==> src/rtl/hsc_pkg.sv <==
// shared types and elaboration-time helpers for the hamming row codec
package hsc_pkg;

	// status flags of one decoded row
	typedef struct packed {
		logic corrected;
		logic uncorrectable;
	} hsc_flags_t;

	// operating mode of a beat
	typedef enum logic {
		MODE_ENCODE = 1'b0,
		MODE_DECODE = 1'b1
	} hsc_mode_t;

	// least r with 2^r >= m + r + 1
	function automatic int parity_count(input int m);
		int r;
		r = 0;
		while ((1 << r) < (m + r + 1)) begin
			r++;
		end
		return r;
	endfunction

	// codeword length for a row of b bytes
	function automatic int row_len(input int b);
		return 8 * b + parity_count(8 * b);
	endfunction

	// true for parity positions
	function automatic bit is_pow2(input int j);
		return (j != 0) && ((j & (j - 1)) == 0);
	endfunction

	// zero-based order of the data bit held at non-parity position j
	function automatic int data_index(input int j);
		return j - $clog2(j + 1) - 1;
	endfunction

endpackage

==> src/rtl/hsc_scatter.sv <==
// stage one logic: place row data on codeword positions, or mask the received word
module hsc_scatter #(
	parameter int MAX_ROW_BYTES = 4,
	localparam int DATA_W = 8 * MAX_ROW_BYTES,
	localparam int R_W = hsc_pkg::parity_count(DATA_W),
	localparam int CW_W = DATA_W + R_W,
	localparam int NB_W = $clog2(MAX_ROW_BYTES + 1)
) (
	input  hsc_pkg::hsc_mode_t mode,
	input  logic [NB_W-1:0]    nb,
	input  logic [DATA_W-1:0]  data_in,
	input  logic [CW_W-1:0]    codeword_in,
	output logic [CW_W-1:0]    pw
);
	import hsc_pkg::*;

	logic [CW_W-1:0] scat;
	logic [CW_W-1:0] len_mask;

	// data bits go to the non-parity positions, first data bit first
	always_comb begin
		int idx;
		idx = 0;
		scat = '0;
		len_mask = '0;
		for (int b = 1; b <= MAX_ROW_BYTES; b++) begin
			if (nb == NB_W'(b)) begin
				for (int j = 1; j <= CW_W; j++) begin
					if (j <= row_len(b)) begin
						len_mask[j-1] = 1'b1;
						if (!is_pow2(j)) begin
							idx = 8 * b - 1 - data_index(j);
							if (idx >= 0) begin
								scat[j-1] = data_in[idx];
							end
						end
					end
				end
			end
		end
	end

	// decode keeps only positions inside the row
	assign pw = (mode == MODE_DECODE) ? (codeword_in & len_mask) : scat;

endmodule

==> src/rtl/hsc_syndrome.sv <==
// stage two logic: xor of the positions that hold a one
module hsc_syndrome #(
	parameter int MAX_ROW_BYTES = 4,
	localparam int DATA_W = 8 * MAX_ROW_BYTES,
	localparam int R_W = hsc_pkg::parity_count(DATA_W),
	localparam int CW_W = DATA_W + R_W
) (
	input  logic [CW_W-1:0] pw,
	output logic [R_W-1:0]  syn
);
	import hsc_pkg::*;

	// independent xor per syndrome bit, folded by synthesis into trees
	always_comb begin
		syn = '0;
		for (int j = 1; j <= CW_W; j++) begin
			if (pw[j-1]) begin
				syn = syn ^ R_W'(j);
			end
		end
	end

endmodule

==> src/rtl/hsc_finish.sv <==
// stage three logic: set parity on encode, correct and extract on decode
module hsc_finish #(
	parameter int MAX_ROW_BYTES = 4,
	localparam int DATA_W = 8 * MAX_ROW_BYTES,
	localparam int R_W = hsc_pkg::parity_count(DATA_W),
	localparam int CW_W = DATA_W + R_W,
	localparam int NB_W = $clog2(MAX_ROW_BYTES + 1)
) (
	input  hsc_pkg::hsc_mode_t  mode,
	input  logic [NB_W-1:0]     nb,
	input  logic [CW_W-1:0]     pw,
	input  logic [R_W-1:0]      syn,
	output logic [CW_W-1:0]     codeword_out,
	output logic [DATA_W-1:0]   data_out,
	output logic [R_W-1:0]      syndrome,
	output hsc_pkg::hsc_flags_t flags
);
	import hsc_pkg::*;

	logic [R_W-1:0]    n_sel;
	logic [CW_W-1:0]   cw_fix;
	logic [CW_W-1:0]   enc;
	logic [DATA_W-1:0] ext;
	hsc_flags_t        dec_flags;

	// codeword length for the configured row
	always_comb begin
		n_sel = '0;
		for (int b = 1; b <= MAX_ROW_BYTES; b++) begin
			if (nb == NB_W'(b)) begin
				n_sel = R_W'(row_len(b));
			end
		end
	end

	// single position flip or uncorrectable flag
	always_comb begin
		cw_fix = pw;
		dec_flags = '0;
		if (syn != '0 && syn <= n_sel) begin
			dec_flags.corrected = 1'b1;
			for (int j = 1; j <= CW_W; j++) begin
				if (syn == R_W'(j)) begin
					cw_fix[j-1] = ~pw[j-1];
				end
			end
		end else if (syn > n_sel) begin
			dec_flags.uncorrectable = 1'b1;
		end
	end

	// gather data bits back in row order
	always_comb begin
		int idx;
		idx = 0;
		ext = '0;
		for (int b = 1; b <= MAX_ROW_BYTES; b++) begin
			if (nb == NB_W'(b)) begin
				for (int j = 1; j <= CW_W; j++) begin
					if (j <= row_len(b) && !is_pow2(j)) begin
						idx = 8 * b - 1 - data_index(j);
						if (idx >= 0) begin
							ext[idx] = cw_fix[j-1];
						end
					end
				end
			end
		end
	end

	// parity bits are the syndrome of the data positions
	always_comb begin
		enc = pw;
		for (int k = 0; k < R_W; k++) begin
			if ((1 << k) <= CW_W) begin
				enc[(1 << k) - 1] = syn[k];
			end
		end
	end

	// zero the fields of the other mode
	always_comb begin
		if (mode == MODE_DECODE) begin
			codeword_out = '0;
			data_out = ext;
			syndrome = syn;
			flags = dec_flags;
		end else begin
			codeword_out = enc;
			data_out = '0;
			syndrome = '0;
			flags = '0;
		end
	end

endmodule

==> src/rtl/hamming_sec_row_codec.sv <==
// hamming single-error-correcting row codec, three-stage pipeline top level
//
//  channel  | handshake                      | payload
//  ---------+--------------------------------+----------------------------------------------
//  config   | cfg_we                         | cfg_wdata (bytes_per_row)
//  input    | in_valid / in_ready            | mode, data_in, codeword_in
//  output   | out_valid / out_ready          | codeword_out, data_out, syndrome, corrected,
//           |                                | uncorrectable
//
// one beat per cycle sustained while out_ready is high; an accepted beat passes through the
// stage one, stage two and stage three registers before out_valid rises
// stages: position scatter, syndrome xor trees, parity fill / correct and extract
// each stage advances when it is empty or the next one advances, so bubbles close up
// a stalled output holds the last stage; in_ready falls only once all three stages hold beats
// arst_n clears the valid bits and loads a row length of four bytes, or MAX_ROW_BYTES if smaller
module hamming_sec_row_codec #(
	parameter int MAX_ROW_BYTES = 4,
	localparam int DATA_W = 8 * MAX_ROW_BYTES,
	localparam int R_W = hsc_pkg::parity_count(DATA_W),
	localparam int CW_W = DATA_W + R_W
) (
	input  logic              clk,
	input  logic              arst_n,
	input  logic              cfg_we,
	input  logic [2:0]        cfg_wdata,
	input  logic              in_valid,
	output logic              in_ready,
	input  logic              mode,
	input  logic [DATA_W-1:0] data_in,
	input  logic [CW_W-1:0]   codeword_in,
	output logic              out_valid,
	input  logic              out_ready,
	output logic [CW_W-1:0]   codeword_out,
	output logic [DATA_W-1:0] data_out,
	output logic [R_W-1:0]    syndrome,
	output logic              corrected,
	output logic              uncorrectable
);
	import hsc_pkg::*;

	localparam int NB_W = $clog2(MAX_ROW_BYTES + 1);
	localparam int NB_RESET = (MAX_ROW_BYTES < 4) ? MAX_ROW_BYTES : 4;

	logic [NB_W-1:0] nb_q;
	logic [NB_W-1:0] nb_next;

	logic            v_s1, v_s2, v_s3;
	logic            adv1, adv2, adv3;
	hsc_mode_t       mode_s1, mode_s2;
	logic [NB_W-1:0] nb_s1, nb_s2;
	logic [CW_W-1:0] pw_s1, pw_s2;
	logic [R_W-1:0]  syn_s2;

	logic [CW_W-1:0] pw_c;
	logic [R_W-1:0]  syn_c;
	logic [CW_W-1:0] cw_c;
	logic [DATA_W-1:0] data_c;
	logic [R_W-1:0]  syndrome_c;
	hsc_flags_t      flags_c;

	logic [CW_W-1:0]   codeword_s3;
	logic [DATA_W-1:0] data_s3;
	logic [R_W-1:0]    syndrome_s3;
	hsc_flags_t        flags_s3;

	// row length register, stored already clamped to 1..MAX_ROW_BYTES
	always_comb begin
		if (cfg_wdata == 3'd0) begin
			nb_next = NB_W'(1);
		end else if (int'(cfg_wdata) > MAX_ROW_BYTES) begin
			nb_next = NB_W'(MAX_ROW_BYTES);
		end else begin
			nb_next = NB_W'(cfg_wdata);
		end
	end

	always_ff @(posedge clk or negedge arst_n) begin
		if (!arst_n) begin
			nb_q <= NB_W'(NB_RESET);
		end else if (cfg_we) begin
			nb_q <= nb_next;
		end
	end

	// stage advance chain
	assign adv3 = !v_s3 || out_ready;
	assign adv2 = !v_s2 || adv3;
	assign adv1 = !v_s1 || adv2;
	assign in_ready = adv1;

	// stage one: position word
	hsc_scatter #(.MAX_ROW_BYTES(MAX_ROW_BYTES)) u_scatter (
		.mode        (hsc_mode_t'(mode)),
		.nb          (nb_q),
		.data_in     (data_in),
		.codeword_in (codeword_in),
		.pw          (pw_c)
	);

	always_ff @(posedge clk or negedge arst_n) begin
		if (!arst_n) begin
			v_s1 <= 1'b0;
		end else if (adv1) begin
			v_s1 <= in_valid;
		end
	end

	always_ff @(posedge clk) begin
		if (adv1 && in_valid) begin
			mode_s1 <= hsc_mode_t'(mode);
			nb_s1 <= nb_q;
			pw_s1 <= pw_c;
		end
	end

	// stage two: syndrome
	hsc_syndrome #(.MAX_ROW_BYTES(MAX_ROW_BYTES)) u_syndrome (
		.pw  (pw_s1),
		.syn (syn_c)
	);

	always_ff @(posedge clk or negedge arst_n) begin
		if (!arst_n) begin
			v_s2 <= 1'b0;
		end else if (adv2) begin
			v_s2 <= v_s1;
		end
	end

	always_ff @(posedge clk) begin
		if (adv2 && v_s1) begin
			mode_s2 <= mode_s1;
			nb_s2 <= nb_s1;
			pw_s2 <= pw_s1;
			syn_s2 <= syn_c;
		end
	end

	// stage three: result register
	hsc_finish #(.MAX_ROW_BYTES(MAX_ROW_BYTES)) u_finish (
		.mode         (mode_s2),
		.nb           (nb_s2),
		.pw           (pw_s2),
		.syn          (syn_s2),
		.codeword_out (cw_c),
		.data_out     (data_c),
		.syndrome     (syndrome_c),
		.flags        (flags_c)
	);

	always_ff @(posedge clk or negedge arst_n) begin
		if (!arst_n) begin
			v_s3 <= 1'b0;
		end else if (adv3) begin
			v_s3 <= v_s2;
		end
	end

	always_ff @(posedge clk) begin
		if (adv3 && v_s2) begin
			codeword_s3 <= cw_c;
			data_s3 <= data_c;
			syndrome_s3 <= syndrome_c;
			flags_s3 <= flags_c;
		end
	end

	// output drive
	assign out_valid = v_s3;
	assign codeword_out = codeword_s3;
	assign data_out = data_s3;
	assign syndrome = syndrome_s3;
	assign corrected = flags_s3.corrected;
	assign uncorrectable = flags_s3.uncorrectable;

`ifndef SYNTHESIS
	// a full first stage that cannot move must block the input
	a_in_blocked: assert property (@(posedge clk) disable iff (!arst_n)
		(v_s1 && !adv2) |-> !in_ready)
		else $error("input accepted while first stage is stalled");

	// a stalled middle beat is neither dropped nor replaced
	a_s2_held: assert property (@(posedge clk) disable iff (!arst_n)
		(v_s2 && !adv3) |=> (v_s2 && $stable(syn_s2) && $stable(pw_s2)))
		else $error("middle stage changed while stalled");

	// the two flags never show together
	a_flags_excl: assert property (@(posedge clk) disable iff (!arst_n)
		out_valid |-> !(corrected && uncorrectable))
		else $error("corrected and uncorrectable both set");

	// an encoded result carries no decode status
	a_encode_clean: assert property (@(posedge clk) disable iff (!arst_n)
		(out_valid && codeword_out != '0) |->
		(syndrome == '0 && data_out == '0 && !corrected && !uncorrectable))
		else $error("encode result with decode fields set");
`endif

endmodule
==> config.mk <==
export PLATFORM = sky130hd
export DESIGN_NAME = hamming_sec_row_codec
export DESIGN_NICKNAME = d
export VERILOG_FILES = /design/src/rtl/hsc_pkg.sv /design/src/rtl/hsc_scatter.sv /design/src/rtl/hsc_syndrome.sv /design/src/rtl/hsc_finish.sv /design/src/rtl/hamming_sec_row_codec.sv
export SDC_FILE = /design/constraint.sdc
export NUM_CORES = 1
export LEC_CHECK = 0
export ABC_CLOCK_PERIOD_IN_PS = 8800
export BUFFER_PORTS_ARGS = -buffer_cell sky130_fd_sc_hd__buf_2
export CAP_MARGIN = 40
export CELL_PAD_IN_SITES_DETAIL_PLACEMENT = 0
export CELL_PAD_IN_SITES_GLOBAL_PLACEMENT = 1
export CORE_ASPECT_RATIO = 0.75
export CORE_MARGIN = 8
export CORE_UTILIZATION = 45
export DETAILED_ROUTE_END_ITERATION = 16
export PLACE_DENSITY = 0.9
export SYNTH_ARGS = -nofsm -noshare
export SYNTH_HDL_FRONTEND = slang
export SYNTH_HIERARCHICAL = 1
export SYNTH_SLANG_ARGS = --single-unit
==> constraint.sdc <==
create_clock -name clk -period 8.8 [get_ports clk]
set_input_delay 0.44 -clock clk [delete_from_list [all_inputs] [get_ports clk]]
set_output_delay 0.44 -clock clk [all_outputs]
set_load 0.02 [all_outputs]
# Word level (Yosys, flattened, before mapping)
# Index checks and enable logic that the tools add are counted.
# totals
regBits	174
input_bits	79
output_inout_bits	80
wordCells	268
# classes
order_cmp	3
n_eq_ne	46
mux	110
bitwise	77
reduce_logical	14
# ops
cell	count
38-bit two-way mux	3
6-bit by 5-bit equality test with 1-bit output (second input constant)	16
5-bit two-way mux	17
6-bit two-way mux	11
6-bit by 4-bit equality test with 1-bit output (second input constant)	8
24-bit two-way mux	2
1-bit two-way mux	45
6-bit equality test (second input constant)	7
4-bit two-way mux	10
1-bit NOT	39
3-bit NOT	13
38-bit bitwise AND	1
3-bit two-way mux	10
29-bit two-way mux	1
2-bit NOT	13
6-bit by 3-bit equality test with 1-bit output (second input constant)	4
21-bit two-way mux	1
7-bit two-way mux	3
4-bit NOT	5
16-bit two-way mux	1
15-bit two-way mux	1
13-bit two-way mux	1
3-bit by 2-bit equality test with 1-bit output (second input constant)	4
6-bit by 2-bit equality test with 1-bit output (second input constant)	2
18 further kinds	32

# Depth between registers and ports, before layout
# Gate-level depths: netlist of the first run.
# depth
ltp_word	70
depth_mapped	14
mapped_depth_nobuf	10

# Modules after synthesis
# Netlist of the first run, hierarchy kept.
# modules_own_cells
module	n_inst	cells_each	area_each_um2	seq_area_each_um2
hamming_sec_row_codec	1	191	5325.1	5196.2
hsc_finish	1	347	2230.9	0.0
hsc_scatter	1	135	991.0	0.0
hsc_syndrome	1	55	605.6	0.0

# Worst setup path before layout of the first run
# Ideal clock, no wire load.
# synth_path
path_type	flip-flop to flip-flop
start	register nb_s2[0]
end	register data_s3[0] (netlist: data_out[0]), data pin
setup_ps	258
t_arrival_ps	3111
t_required_ps	8542
slack_ps	5431
path_stages_with_launch	15
path_buffers	4
period_less_slack_ps	3369
cell_sequence	edfxtp_1 -> clkbuf_1 -> nor2_1 -> and2_1 -> inv_1 -> clkbuf_1 -> ha_1 -> and4_1 -> buf_2 -> o21a_1 -> buf_2 -> o41ai_1 -> xnor2_1 -> o22ai_1 -> o221a_1
# synth_via
elab_chain_cells	12
elab_cells_between_ends	15
classes_between	1 x order compare; 4 x eq/ne; 9 x mux; 1 x reduce/logical
# synth_lines
item	line_no	rtl
from (decl)	hamming_sec_row_codec.sv:50	logic [NB_W-1:0] nb_s1, nb_s2;
from (signal assigned)	hamming_sec_row_codec.sv:133	nb_s2 <= nb_s1;
3-bit by 1-bit equality test with 1-bit output	hsc_finish.sv:30, hsc_finish.sv:58	
4-bit two-way mux	hsc_finish.sv:30	if (nb == NB_W'(b)) begin
6-bit two-way mux (3 in series)	hsc_finish.sv:30	
6-bit less-or-equal comparator	hsc_finish.sv:40	if (syn != '0 && syn <= n_sel) begin
1-bit logical AND	hsc_finish.sv:40	
38-bit two-way mux	hsc_finish.sv:40	
8-bit two-way mux	hsc_finish.sv:58	if (nb == NB_W'(b)) begin
16-bit two-way mux	hsc_finish.sv:58	
24-bit two-way mux	hsc_finish.sv:58	
24-bit two-way mux (*)	hsc_finish.sv:58	
to (signal assigned)	hamming_sec_row_codec.sv:162	data_s3 <= data_c;
to (decl)	hamming_sec_row_codec.sv:62	logic [DATA_W-1:0] data_s3;
# Mark *: on every way between the ends. The rest lies on a longest branch, timed or not.
# A chain may end at the register's enable or synchronous reset.

# Final worst setup path of the first run
# layout_path
start	register nb_s2[0]
end	register data_s3[3] (netlist: data_out[3]), data pin
# The elaborated chain is that of the path after synthesis.

==> metrics.txt, run 1 <==
number of remaining DRC errors 0; slew margin rel. approximately 45%; iteration-0 DRC count of the detailed router between 800 and 900; CP bufs+invs 2; GRT Total Usage between 10% and 20%; final setup skew about 0.011 ns; final hold vios 0; clock latency on the worst-skew pair 0.44 ns; Critical Path Fanout Max 19; first-pass GRT wire length 36800 um; Post-CTS Repair Setup Buffers 0; DR WL met2 around 11000 um; GP Congestion 0.891; most frequent CP cell o21ai_1; final net count approximately 950; outcome finished, final reports clean; TritonCTS clock tree built; commonest non-fill, non-tap cells in the layout edfxtp_1 (162), buf_2 (159), xnor2_1 (52); VDD IR max approximately 0.00012 V; CTS Hold Bufs 1; Synth-to-Final Area Change 17.8%; delay-heaviest family, CP compound AO/OA/AOI/OAI gates; total grt overflow 0; max-slew violations 0; maximum clock rate about 250 MHz; 1st-pass router iterations 6; final worst slack ~4.7 ns; actual slew at the worst max-slew pin slightly above 0.8 ns; synthesized cell area around 9000 um2; Setup Viol. Count Final 0; Max-Cap Viols 0; CP required approximately 9 ns; Final TNS setup 0 ns; highest routed layer met4; Worst Setup Start Kind flop; CTS H-tree lvls 4; CP max stage cell a311oi_1; core area just under 20000 um2; Via Count approximately 6600; Met1 Wirelength approximately 11000 um; Critical Path Max Stage Delay roughly 0.7 ns; Yosys Warn Count 6; Post-Route WL 24500 um; Place WS a little under 5 ns; CP Class flop to flop; total CTS buffers 17; R2R setup slack 4.72 ns; diode count 0; Avg Vias per Cell 5.77; chip width 179 um; most common cell after layout, fill and taps aside edfxtp_1; Initial Util a little under half; Cell Chain, Critical Path nor2_1 > and2_1 > inv_1 > ha_1 > nand2_1 > o21ai_1 > buf_4 > nor3_1 > a311oi_1 > o21ai_1 > o221a_1; Detail Placement HPWL around 18000 um; syn_nets around 810; Die Ht around 140 um; Final Cycle Share 46.3%; P per Cell Area ~250 nW/um2; root buf cell clkbuf_16; CTS Sinks around 170; layout cell share with drive strength beyond 1 around a quarter; post-DR wirelength/cell approximately 22 um; Crit. End Element flop; Port-buffer cells between 150 and 200; minimum clock period slightly above 4 ns; syn avg cell area 12.4 um2; Mapped Cells 722; wire length on met3 about 2400 um; std cell rows 44; antenna-violating nets left 0; reported leakage power 0.00394 uW; largest net degree at the start of global routing between 50 and 60; die area about 25000 um2; Boundary Pins 159; WHS roughly 0.21 ns; RSZ-0062 raised after global routing no; crit path DAT ~4.3 ns; CTS clk-pin slew, worst paths around 0.070 ns; clock tree buffer depth 2; initial antenna violation count 0; vias in the first global route about 6300; worst min path class primary input to flop; Resize count post-CTS 0
## metal layers
layer | global-route usage (%) | up-vias
li1 | - | 3071
met4 | 4.99 | 0
met5 | 0 | -
met3 | 5.66 | 28
met2 | 28.9 | 315
met1 | 27.6 | 3137
## state kept, by name, indices dropped and copies added, names as in the netlist, 3 cells and up
register      count
nb_s1             3
codeword_out     38
nb_s2             3
nb_q              3
syndrome          6
syn_s2            6
data_out         32
pw_s1            38
pw_s2            32
## through the flow
step	power [uW]	util [%]	cells	cell area (um2)
after global routing	2740	54.4	1135	10600
after global placement	1900	51.1	1099	9930
after floorplan	1660	-	722	8970
after detailed placement	1910	51.4	1102	9980
after CTS	2630	54.4	1135	10600
final	2620	54.4	1135	10600
## area by class of cell
class                   count  area [um2]
clock inverters            15         154
inverters                  15        56.3
repair buffers            168         893
well taps                 253         317
clock buffers              17         425
multi-input cells         499        3710
fillers                  1647        8860
flip-flops and latches    168        5020
## report_power, final
group          switching (uW)  internal (uW)  leakage [uW]
logic                     483            293       0.00198
clock network             347            378      0.000277
registers                 102           1020       0.00168
## final timing paths
| check | to | from | cells past startpoint |
|---|---|---|---|
| setup / recovery | data_out[3] | nb_s2[0] | 11 |
| hold / removal | v_s1 | in_valid | 2 |
| setup reg to reg | data_out[3] | nb_s2[0] | 11 |
| hold reg to reg | mode_s2 | mode_s1 | 0 |
| max in group asynchronous | nb_q[2] | arst_n | 2 |
| min in group asynchronous | nb_q[1] | arst_n | 2 |
## worst register-to-register path: cells and delay by family (launching register included)
family                     cells  cell delay [ns]
DFF                            1             0.52
AOI/OAI and AO/OA              4             1.60
and+or+nand+nor                4             0.69
adders and majority gates      1             0.44
buffers and inverters          2             0.59
(Power assumes the default switching activity.)
==> run 2: changes to the inputs <==
--- a/config.mk
+++ b/config.mk
@@ -5,7 +5,7 @@
 export SDC_FILE = /design/constraint.sdc
 export NUM_CORES = 1
 export LEC_CHECK = 0
-export ABC_CLOCK_PERIOD_IN_PS = 8800
+export ABC_CLOCK_PERIOD_IN_PS = 3900
 export BUFFER_PORTS_ARGS = -buffer_cell sky130_fd_sc_hd__buf_2
 export CAP_MARGIN = 40
 export CELL_PAD_IN_SITES_DETAIL_PLACEMENT = 0
==> constraint.sdc (replaced) <==
create_clock -name clk -period 3.9 [get_ports clk]
set_input_delay 0.195 -clock clk [delete_from_list [all_inputs] [get_ports clk]]
set_output_delay 0.195 -clock clk [all_outputs]
set_load 0.02 [all_outputs]
==> run 2 against run 1 <==
  * Die area unchanged
  * Worst hold slack got worse by 0.20 ns
  * Largest cell class unchanged
  * Largest power group unchanged
  * Clock power increased by 140%
  * Critical endpoint is now data_out[0]
  * Non-clock buffer count increased by 14
==> metrics.txt, run 2 (synthesized netlist as in run 1, its figures left out) <==
outcome finished, final reports clean; CP max stage cell edfxtp_1; crit path from nb_s2[0]; Cell Area, Placed 10100 um2 (+0.88%); Via Count 6626 (+1.1%); Detail Placement HPWL 18900 um (+2.6%); iteration-0 DRC count of the detailed router 701 (-20%); TritonCTS clock tree built; CTS clk-pin slew, worst paths 0.07 ns (about the same); CP bufs+invs 2 (unchanged); layout cell share with drive strength beyond 1 25.7% (+1.1 points); GRT Total Usage 20.2% (+0.68 points); first-pass GRT wire length 38400 um (+4.2%); Setup Viol. Count Final 0 (unchanged); 1st-pass router iterations 6 (unchanged); Reg-to-Reg Start nb_s2[0]; Port-buffer cells 158 (unchanged); actual slew at the worst max-slew pin 0.841 ns (+0.0118 ns); number of remaining DRC errors 0 (unchanged); CP Class flop to flop; root buf cell clkbuf_16; minimum clock period 3.64 ns (-0.437 ns); Max-Cap Viols 0 (unchanged); Final Cycle Share 93.3% (+47 points); antenna-violating nets left 0 (unchanged); reg2reg path depth 11 (unchanged); commonest non-fill, non-tap cells in the layout edfxtp_1 (162), buf_2 (159), xnor2_1 (52); GP Congestion 0.916 (+2.8%); CP required 4.08 ns (-4.90 ns); largest net degree at the start of global routing 71 (+27%); Critical Path Stages 11 (unchanged); Die Ht 138 um (unchanged); initial antenna violation count 0 (unchanged); Crit. End Element flop; most frequent CP cell and4_1; total grt overflow 0 (unchanged); VDD IR max 0.000290 V (+130%); maximum clock rate 275 MHz (+12%); Critical Path Fanout Max 9 (-10); Hold Path Cell Cnt 2 (unchanged); clock tree buffer depth 2 (unchanged); diode count 0 (unchanged); Post-Route WL 25100 um (+2.6%); final cell utilization of the core 55.3% (+0.88 points); final setup skew 0.0123 ns (+0.000987 ns); Post-CTS Repair Setup Buffers 0 (unchanged); post-DR wirelength/cell 21.8 um (+1.4%); slew margin rel. 43.9% (-0.78 points); chip width 179 um (unchanged); Boundary Pins 159 (unchanged); hold wc startpoint cfg_we; Final TNS setup 0 ns (unchanged); Synth-to-Final Area Change 19.7%; worst min path class primary input to flop; final net count 968 (+1.5%); Avg Vias per Cell 5.77 (about the same); Worst Setup Start Kind flop; CTS Sinks 168 (unchanged); delay-heaviest family, CP simple AND/OR/NAND/NOR gates; Cell Chain, Critical Path nor2_1 > and2_1 > inv_1 > ha_1 > and4_1 > o21ai_2 > and4_1 > a311oi_1 > buf_4 > o22ai_1 > o221a_1; Initial Util 46.2% (unchanged); CTS H-tree lvls 4 (unchanged); die area 24800 um2 (unchanged); std cell rows 44 (unchanged); final hold vios 0 (unchanged); most common cell after layout, fill and taps aside edfxtp_1; vias in the first global route 6532 (+3.7%); total CTS buffers 17 (unchanged); WHS 0.0103 ns (-0.200 ns); P per Cell Area 570 nW/um2 (+130%); core area 19400 um2 (unchanged); max-slew violations 0 (unchanged); final instance area 10700 um2 (+1.6%); Critical Path Max Stage Delay 0.52 ns (-0.18 ns); clock latency on the worst-skew pair 0.44 ns (about the same); reported leakage power 0.00403 uW (+2.2%); crit path DAT 3.82 ns (-0.44 ns)
## run 2: repair_timing
action	CTS	global route
hold endpoints to repair	8	0
gates resized for setup	0	4
endpoints found under the setup margin	0	7
hold buffers	4	0
## run 2: worst paths after layout
kind	endpoint	slack, ns
setup reg to reg	data_out[0]	0.26
hold reg to reg	mode_s2	0.45
hold / removal	nb_q[0]	0.01
min in group asynchronous	nb_q[1]	0.10
max in group asynchronous	nb_q[2]	3.58
setup / recovery	data_out[0]	0.26
## run 2: stage by stage
step,total power [uW],std cells,setup slack [ns]
finish,6120,1149,0.261
global route,6380,1149,-0.00215
CTS,6110,1149,0.230
detailed placement,4380,1113,0.251
global placement,4370,1111,0.269
floorplan,3750,722,0.531
## run 2: cell type report
type / instances / area (um2)
inverters: 15 / 56.3
clock buffers: 17 / 425
multi-input cells: 499 / 3730
fillers: 1652 / 8690
repair buffers: 182 / 1010
clock inverters: 15 / 186
flip-flops and latches: 168 / 5020
well taps: 253 / 317
## run 2: power by group
group | internal [uW] | switching, uW
Combinational | 721 | 1200
Sequential | 2310 | 163
Clock | 969 | 760
## run 2: worst reg2reg max path, stage by stage, from the launching register on
cell and delay, ns:
edfxtp_1 0.52, nor2_1 0.22, and2_1 0.31, inv_1 0.16, ha_1 0.35, and4_1 0.36, o21ai_2 0.22, and4_1 0.25
a311oi_1 0.47, buf_4 0.21, o22ai_1 0.06, o221a_1 0.27
## run 2: layer usage
metal	vias to the layer above	global-route usage, %	share of wire [%]	routed length, um
li1	3090	-	-	-
met1	3192	28.5	45	11200
met2	317	29.7	45	11200
met3	27	5.93	9.4	2350
met4	0	5.60	1.4	349
met5	-	0	0	0
==> run 3: changes to the inputs <==
--- a/config.mk
+++ b/config.mk
@@ -12,10 +12,9 @@
 export CELL_PAD_IN_SITES_GLOBAL_PLACEMENT = 1
 export CORE_ASPECT_RATIO = 0.75
 export CORE_MARGIN = 8
-export CORE_UTILIZATION = 45
+export CORE_UTILIZATION = 44
 export DETAILED_ROUTE_END_ITERATION = 16
 export PLACE_DENSITY = 0.9
 export SYNTH_ARGS = -nofsm -noshare
 export SYNTH_HDL_FRONTEND = slang
-export SYNTH_HIERARCHICAL = 1
 export SYNTH_SLANG_ARGS = --single-unit
==> run 3 against run 2 <==
  * Synthesized cell count down 6.0%
  * Critical endpoint is now data_out[7]
  * Utilization shrank 1.4 points
  * Fmax is 5.7% higher
  * First-iteration DRC count shrank 28%
  * Sequential power about the same
  * Critical path depth unchanged
==> metrics.txt, run 3 <==
outcome finished, final reports clean; worst min path class primary input to flop; Initial Util 44.8% (-1.4 points); Port-buffer cells 158 (unchanged); Worst Hold End nb_q[2]; final setup skew 0.00665 ns (-0.00567 ns); Boundary Pins 159 (unchanged); synth cell count leaders edfxtp_1 (162), nor2_1 (72), xnor2_1 (70); maximum clock rate 291 MHz (+5.7%); TritonCTS clock tree built; layout cell share with drive strength beyond 1 25.4% (-0.29 points); Synth area leaders edfxtp_1 (59%), xnor2_1 (7.4%), nor2_1 (3.3%), nor2b_1 (3.0%), mux2i_1 (2.9%); syn avg cell area 12.2 um2 (-2.1%); chip width 174 um (-2.7%); total CTS buffers 17 (unchanged); WHS 0.0298 ns (+0.0195 ns); number of remaining DRC errors 0 (unchanged); antenna-violating nets left 0 (unchanged); largest net degree at the start of global routing 70 (-1.4%); Hold Path Cell Cnt 2 (unchanged); CP Class flop to flop; GRT Total Usage 18.5% (-1.7 points); clock tree buffer depth 2 (unchanged); async set-or-reset flop fraction in the synthesized netlist under 10%; biggest area consumer among synthesized cells edfxtp_1; P per Cell Area 564 nW/um2 (-0.98%); final hold vios 0 (unchanged); initial antenna violation count 0 (unchanged); R2R setup slack 0.46 ns (+0.20 ns); actual slew at the worst max-slew pin 0.960 ns (+0.118 ns); std cell rows 43 (-2.3%); Worst Setup Start Kind flop; CTS H-tree lvls 4 (unchanged); EDFF count, synth around 160; Max-Cap Viols 0 (unchanged); Setup Viol. Count Final 0 (unchanged); Post-CTS Repair Setup Buffers 0 (unchanged); Placed Cells 1063 (-4.5%); post-DR wirelength/cell 19.8 um (-9.5%); Post-Route WL 21700 um (-14%); Yosys Warn Count 0 (-6); Synth Register Bits about 170; Detail Placement HPWL 16800 um (-11%); iteration-0 DRC count of the detailed router 508 (-28%); reg2reg path depth 11 (unchanged); minimum clock period 3.44 ns (-0.198 ns); Crit. End Element flop; Final Cycle Share 88.2% (-5.1 points); vias in the first global route 5964 (-8.7%); CP required 4.08 ns (about the same); Final TNS setup 0 ns (unchanged); hold wc startpoint cfg_wdata[2]; Synth Flop Type edfxtp_1; syn_nets 764 (-5.3%); Synth-to-Final Area Change 20.4%; top-count cell post-synth edfxtp_1; final instance area 9950 um2 (-7.4%); non-filler cells, final 1098 (-4.4%); reported leakage power 0.00369 uW (-8.3%); first-pass GRT wire length 33700 um (-12%); Reg-to-Reg Start nb_s2[1]; final net count 923 (-4.6%); crit path DAT 3.62 ns (-0.20 ns); Avg Vias per Cell 5.35 (-7.3%); Mapped Cells 679 (-6.0%); VDD IR max 0.000262 V (-9.5%); die area 23500 um2 (-5.3%); core area 18500 um2 (-5.0%); slew margin rel. 36.0% (-7.9 points); most common cell after layout, fill and taps aside edfxtp_1; CTS clk-pin slew, worst paths 0.07 ns (about the same); total power 5610 uW (-8.3%); Via Count 5871 (-11%); CTS Sinks 168 (unchanged); commonest non-fill, non-tap cells in the layout edfxtp_1 (162), buf_2 (158), nor2_1 (72); total grt overflow 0 (unchanged); diode count 0 (unchanged); Yosys top cell area share roughly 59%; Die Ht 135 um (-2.6%); FF-to-FF End data_out[7]; max-slew violations 0 (unchanged); sequential area share after synthesis about 60%; synthesized cell area 8260 um2 (-7.9%); Cell Area, Placed 9350 um2 (-7.1%); 1st-pass router iterations 5 (-1); RSZ-0062 raised after global routing no; root buf cell clkbuf_16; Netlist cell types 60; GP Congestion 0.936 (+2.1%); clock latency on the worst-skew pair 0.43 ns (about the same); Critical Path Fanout Max 7 (-2)
-- run 3: cell types whose count changed in the layout (fill, tap and decap cells not counted), moves of 12 or more --
cell / change
a21oi_1: +23
nand2_1: +20
xnor2_1: +18
o21ai_1: -12
nor2_1: +28
o22ai_1: +12
or3_1: -14
and2_1: -19
-- run 3: kinds of logic after synthesis --
group	after synthesis	share of synthesized area, %
flops	168	60.7
fa+ha+maj	6	0.909
xor+xnor	90	9.71
buf+inv	42	2.04
compound gates	115	9.36
simple gates	232	14.1
mux	26	3.18
-- run 3: how the worst max path moves through the flow --
stage / to / slack [ns] / cells after the start / startpoint
after CTS: data_out[7] / 0.51 / 11 / nb_s2[1]
after detailed placement: data_out[3] / 0.55 / 11 / nb_s2[1]
after global placement: data_out[1] / 0.60 / 11 / nb_s2[1]
after global routing: data_out[7] / 0.27 / 11 / nb_s2[1]
after floorplan: codeword_out[0] / 1.06 / 2 / out_valid
final: data_out[7] / 0.46 / 11 / nb_s2[1]
-- run 3: through the flow --
stage,util [%],setup WS (ns)
6_report,53.9,0.459
5_1_grt,53.9,0.271
4_1_cts,53.9,0.506
3_5_place_dp,50.7,0.551
3_3_place_gp,50.4,0.602
2_1_floorplan,-,1.06
-- run 3: layout make-up --
class,instances,area [um2]
clock buffer,17,425
clock inverter,15,140
fill,1579,8510
inverter,8,30.0
multi-input combinational,469,3080
sequential,168,5020
tap,247,309
timing repair buffer,174,946
-- run 3: what timing repair did --
item,CTS,global route
resized for setup,0,0
endpoints found under the setup margin,0,0
hold buffers,3,0
hold endpoints to repair,8,0
-- run 3: report_power, final --
part           total (uW)  internal, uW  switching [uW]
Combinational        1520           578             944
Clock                1600           889             712
Sequential           2490          2300             188
-- run 3: worst max-delay path, cell delays in order, from the launching register on --
cell      delay, ns
edfxtp_1       0.50
nor2_1         0.27
nand2_1        0.19
ha_1           0.36
nand2_2        0.10
o31a_2         0.40
a21oi_1        0.43
buf_4          0.25
nor2_1         0.06
xnor2_1        0.30
o21ai_1        0.10
a32o_1         0.23
-- run 3: routing by layer --
layer | track usage [%] | up-vias | wire (um)
met5 | 0 | - | 0
li1 | - | 2792 | -
met3 | 5.55 | 25 | 1790
met4 | 6.44 | 0 | 409
met1 | 25.2 | 2755 | 10200
met2 | 27.7 | 299 | 9340
